===== src/hw/rtl/tlc_pkg.sv =====
// ---------------------------------------------------------------------------
// tlc_pkg: shared types and constants
// Payload structs, controller states and command/status groups for the
// threshold linkage clusterer.
// ---------------------------------------------------------------------------
package tlc_pkg;

  localparam int NUM_ITEMS = 256;
  localparam int ITEM_W    = (NUM_ITEMS > 1) ? $clog2(NUM_ITEMS) : 1;
  localparam int SWEEP_W   = $clog2(NUM_ITEMS + 1);
  localparam int IDX_IN_W  = 8;
  localparam int LABEL_W   = 16;
  localparam int DIST_W    = 16;

  localparam logic [DIST_W-1:0] MAX_DIST_RESET = 16'd32768;

  typedef struct packed {
    logic                first_edge;
    logic [IDX_IN_W-1:0] item_a;
    logic [IDX_IN_W-1:0] item_b;
    logic [DIST_W-1:0]   distance;
    logic                last_edge;
  } in_item_t;

  typedef struct packed {
    logic [LABEL_W-1:0] label_a;
    logic [LABEL_W-1:0] label_b;
    logic               joined;
    logic               merged;
    logic               last_out;
  } out_item_t;

  typedef enum logic [2:0] {
    ST_IDLE,
    ST_RD_A,
    ST_RD_B,
    ST_DECIDE,
    ST_WR_A,
    ST_WR_B,
    ST_SWEEP,
    ST_DONE
  } state_t;

  typedef struct packed {
    logic accept;
    logic rd_a;
    logic rd_b;
    logic decide;
    logic wr_a;
    logic wr_b;
    logic sweep;
    logic deliver;
  } cmd_t;

  typedef struct packed {
    logic need_sweep;
    logic sweep_done;
  } status_t;

endpackage


===== src/hw/rtl/tlc_ctrl.sv =====
// ---------------------------------------------------------------------------
// tlc_ctrl: edge sequencer
// Steps each transaction through label reads, decision, writes or the
// relabel sweep, and the result strobe.
// ---------------------------------------------------------------------------
module tlc_ctrl
  import tlc_pkg::*;
(
  input  logic    clk,
  input  logic    rst_n,
  input  logic    start,
  output logic    busy,
  input  status_t status,
  output cmd_t    cmd
);

  state_t state_r, state_nxt;

  always_ff @(posedge clk) begin
    if (!rst_n) begin
      state_r <= ST_IDLE;
    end else begin
      state_r <= state_nxt;
    end
  end

  always_comb begin
    state_nxt = state_r;
    cmd       = '0;
    busy      = 1'b1;
    case (state_r)
      ST_IDLE: begin
        busy = 1'b0;
        if (start) begin
          cmd.accept = 1'b1;
          state_nxt  = ST_RD_A;
        end
      end
      ST_RD_A: begin
        cmd.rd_a  = 1'b1;
        state_nxt = ST_RD_B;
      end
      ST_RD_B: begin
        cmd.rd_b  = 1'b1;
        state_nxt = ST_DECIDE;
      end
      ST_DECIDE: begin
        cmd.decide = 1'b1;
        state_nxt  = status.need_sweep ? ST_SWEEP : ST_WR_A;
      end
      ST_WR_A: begin
        cmd.wr_a  = 1'b1;
        state_nxt = ST_WR_B;
      end
      ST_WR_B: begin
        cmd.wr_b  = 1'b1;
        state_nxt = ST_DONE;
      end
      ST_SWEEP: begin
        cmd.sweep = 1'b1;
        if (status.sweep_done) begin
          state_nxt = ST_DONE;
        end
      end
      ST_DONE: begin
        cmd.deliver = 1'b1;
        state_nxt   = ST_IDLE;
      end
      default: begin
        state_nxt = ST_IDLE;
      end
    endcase
  end

`ifndef NO_ASSERTIONS
  a_accept_idle: assert property (@(posedge clk) disable iff (!rst_n)
    cmd.accept |=> (busy && cmd.rd_a))
    else $error("accept did not start a read");
  a_deliver_then_idle: assert property (@(posedge clk) disable iff (!rst_n)
    cmd.deliver |=> !busy)
    else $error("not idle after result");
  a_one_cmd: assert property (@(posedge clk) disable iff (!rst_n)
    $onehot0(cmd))
    else $error("more than one command active");
`endif

endmodule


===== config.mk =====
export PLATFORM = sky130hd
export DESIGN_NAME = tlc_ctrl
export DESIGN_NICKNAME = d
export VERILOG_FILES = /design/src/hw/rtl/tlc_pkg.sv /design/src/hw/rtl/tlc_ctrl.sv
export SDC_FILE = /design/constraint.sdc
export NUM_CORES = 1
export LEC_CHECK = 0
export ABC_AREA = 1
export BUFFER_PORTS_ARGS = -buffer_cell sky130_fd_sc_hd__buf_2
export CAP_MARGIN = 20
export CORE_AREA = 3 3 40 42
export DETAILED_ROUTE_END_ITERATION = 8
export DIE_AREA = 0 0 43 45
export SYNTH_ARGS = -nofsm -noshare
export SYNTH_HDL_FRONTEND = slang
export SYNTH_SLANG_ARGS = --single-unit

===== constraint.sdc =====
create_clock -name clk -period 2.6 [get_ports clk]
set_input_delay 0.52 -clock clk [delete_from_list [all_inputs] [get_ports clk]]
set_output_delay 0.52 -clock clk [all_outputs]
set_load 0.03 [all_outputs]

**Word-level counts from Yosys, hierarchy flattened**

Cells that the tools add are included.
W data, S select, Z words.

- Bits in latches: 0
- Logic and storage cells: 26
- Output and inout port bits: 9
- Flip-flop bits (word level): 3
- Memories: 0
- Bits in writable memories: 0
- Input bits: 5
- Memory bits (read-only): 0

- Shift-type cells: 0
- Divide/modulo/power cells: 0
- Equality and inequality tests: 9
- Multipliers: 0
- Reduce and logical (&&, ||, !) cells: 2
- Magnitude comparators: 0
- Multiplexer cells: 14
- Bitwise operators: 0
- $add $sub $neg: 0

Operator list:

| cell | count |
|---|---|
| $pmux W3 S8 | 1 |
| $eq A3 B3 Y1 const B | 4 |
| $mux W1 | 10 |
| $eq A3 B2 Y1 const B | 2 |
| $mux W3 | 2 |
| $ne A2 B2 Y1 const B | 2 |
| $eq A3 B1 Y1 const B | 1 |
| $logic_not A3 Y1 | 1 |
| $mux W2 | 1 |
| $reduce_and A2 Y1 | 1 |

**Longest topological paths before layout**

- Depth in word-level cells: 3
- Mapped depth: 5
- Mapped depth without buffers: 4

**Worst setup path after synthesis**

OpenSTA, ideal clock, no wires.

- Kind: register to output
- Start: register state_r[1]
- End: output port cmd[7] in the netlist's numbering
- Path slack: 0.821 ns
- Cell stages (with the launch flop): 5
- Path buffers: 1
- Data arrival time: 1.259 ns
- Data required time: 2.080 ns
- Cell sequence: dfxtp_1 > buf_2 > nor2_2 > nand2_1 > nor2_1

RTL lines:

| element | RTL line | text |
|---|---|---|
| from (decl) | tlc_ctrl.sv:17 | `state_t state_r, state_nxt;` |
| from (signal assigned) | tlc_ctrl.sv:23 | `state_r <= state_nxt;` |
| to (decl) | tlc_ctrl.sv:14 | `output cmd_t cmd` |

==> run summary <==
most frequent cells in the layout -> buf_2, nor3_1, inv_1
drt total wl -> 521 µm
I/O Buffers -> 13
dpl cells -> 57
clk slew on worst S/H paths -> 0.04 ns
sequential share of power -> 0.298
Worst Max-Slew Pin Slew -> 0.304 ns
die area -> 1940 µm²
Final TNS setup -> 0 ns
total clock buffers created by CTS -> 3
# resized after CTS -> 0
dpl ws -> 1.08 ns
die width -> 43 µm
Final nets -> 52
CTS Root Cell -> clkbuf_4
fin crit share -> 0.675
Slew Limit Fails -> 0
post-DR wirelength/cell -> 8.54 µm
Boundary Pins -> 14
Regs by FF count -> state_r x3
Tot GR Track Use -> 0.0599
setup bufs post-CTS -> 0
switching share of power -> 0.384
initial antenna violation count -> 0
H-tree levels -> 1
Synth Area per Inst -> 6.42 µm²
Critical Path Start Type -> flop
highest clock rate -> 570 MHz
FF+latch count, synth -> 3
synth unique cells -> 13
Worst EP arrival -> 1.24 ns
Rel. slew slack -> 0.797
clk sinks -> 3
number of global-route vias before repair -> 216
Worst Path Max Fanout -> 9
worst path setup slack after routing -> 0.844 ns
CP Data Required Time -> 2.08 ns
HPWL Detailed -> 425 µm
remaining routing DRC violations -> 0
Pre-Repair DR Iteration Count -> 2
utilization after layout -> 0.233
skew final -> 0.00216 ns
P&R area growth vs syn -> 50.3%
combinational share of power -> 0.313
maxcap violations -> 0
first-pass GRT wire length -> 807 µm
pin count of the biggest net entering global routing -> 10
run status -> complete, no violations
CTS tree -> yes
RSZ-0062 raised after global routing -> no
Seq/Total Area, Yosys -> 0.302
die height -> 45 µm
cell count after synthesis -> 31
Worst-Skew Late Latency -> 0.23 ns
switching power -> 0.0000801 W
Max clock buf depth -> 2
Crit. End Element -> primary output
Warnings, synthesis -> 0
Fin. Hold Viols -> 0
Syn Nets -> 36
vias per inst -> 4.02
Vias -> 245
Peak supply drop -> 258 µV
hold buffer count at CTS -> 0
Setup CP Type -> flop to primary output
DRT antenna net count -> 0
Mapped Area -> 199 µm²
Period minus WS final -> 1.76 ns
setup violators final -> 0
grt total ovfl -> 0
most common cell after layout, fill and taps aside -> buf_2
Internal Power -> 0.000129 W
Starting Density -> 0.155
core area -> 1280 µm²
max reg flops -> 3
row cnt -> 13
routability congestion estimate -> 0.723
antenna fix cells -> 0
pwr dens -> 698 nW/µm²
share of cells above drive strength 1 -> 0.457
Reg with most FFs -> state_r
clock power share -> 0.389
static leakage -> 0.162 nW
final non-filler cell total -> 61
initial DRC count -> 4
Tightest Hold Check Type -> input port to flop
-- final timing paths --
path	start	end	slack, ns	cells past startpoint
min	rst_n	state_r[0]	0.55	3
min reg2reg	state_r[2]	state_r[2]	0.64	2
max	state_r[1]	cmd[0]	0.84	3
max reg2reg	state_r[1]	state_r[2]	1.64	3
-- per-layer routing --
metal  global-route usage  routed length, µm
met1               0.0649                233
met2               0.0719                230
met3               0.0359                 57
met4               0.0723                  0
met5                    0                  0
-- synth_stat cells, drive strengths merged --
cell | n | area [µm²]
nor3 | 7 | 40.0
inv | 6 | 22.5
nor2 | 5 | 23.8
dfxtp | 3 | 60.1
a21oi | 2 | 10.0
buf | 2 | 10.0
nand2 | 2 | 7.51
nand3 | 2 | 10.0
nand4 | 1 | 6.26
o21ai | 1 | 8.76
-- cell type report --
class                   count  area [µm²]
multi-input cells          20         106
repair buffers             13        65.1
fillers                   151         986
flip-flops and latches      3        60.1
clock buffers               4        26.3
well taps                  15        18.8
inverters                   6        22.5
-- cell families after synthesis --
kind of cell / Yosys count / synth area share
AOI/OAI and AO/OA: 3 / 0.0943
DFF: 3 / 0.302
buffers and inverters: 8 / 0.164
and+or+nand+nor: 17 / 0.440
-- worst max-delay path, cell delays in order (launching register included) --
cell and delay (ns):
dfxtp_1 0.49, nand2_1 0.16, nor2_2 0.14, buf_2 0.21
-- power groups by stage --
stage          registers [W]  clock network [W]  logic [W]
2_1_floorplan      0.0000538                  0  0.0000586
3_3_place_gp       0.0000626                  0  0.0000656
3_5_place_dp       0.0000630                  0  0.0000657
4_1_cts            0.0000622          0.0000846  0.0000659
5_1_grt            0.0000638          0.0000875  0.0000716
6_report           0.0000622          0.0000813  0.0000653
-- through the flow --
| step | power (W) | cell area [µm²] | hold slack, ns |
|---|---|---|---|
| after global routing | 0.000223 | 299 | 0.593 |
| after floorplan | 0.000112 | 199 | 0.573 |
| after CTS | 0.000213 | 299 | 0.544 |
| final | 0.000209 | 299 | 0.550 |
| after global placement | 0.000128 | 273 | 0.619 |
| after detailed placement | 0.000129 | 273 | 0.635 |
No activity file was read; power rests on OpenSTA's default activity.
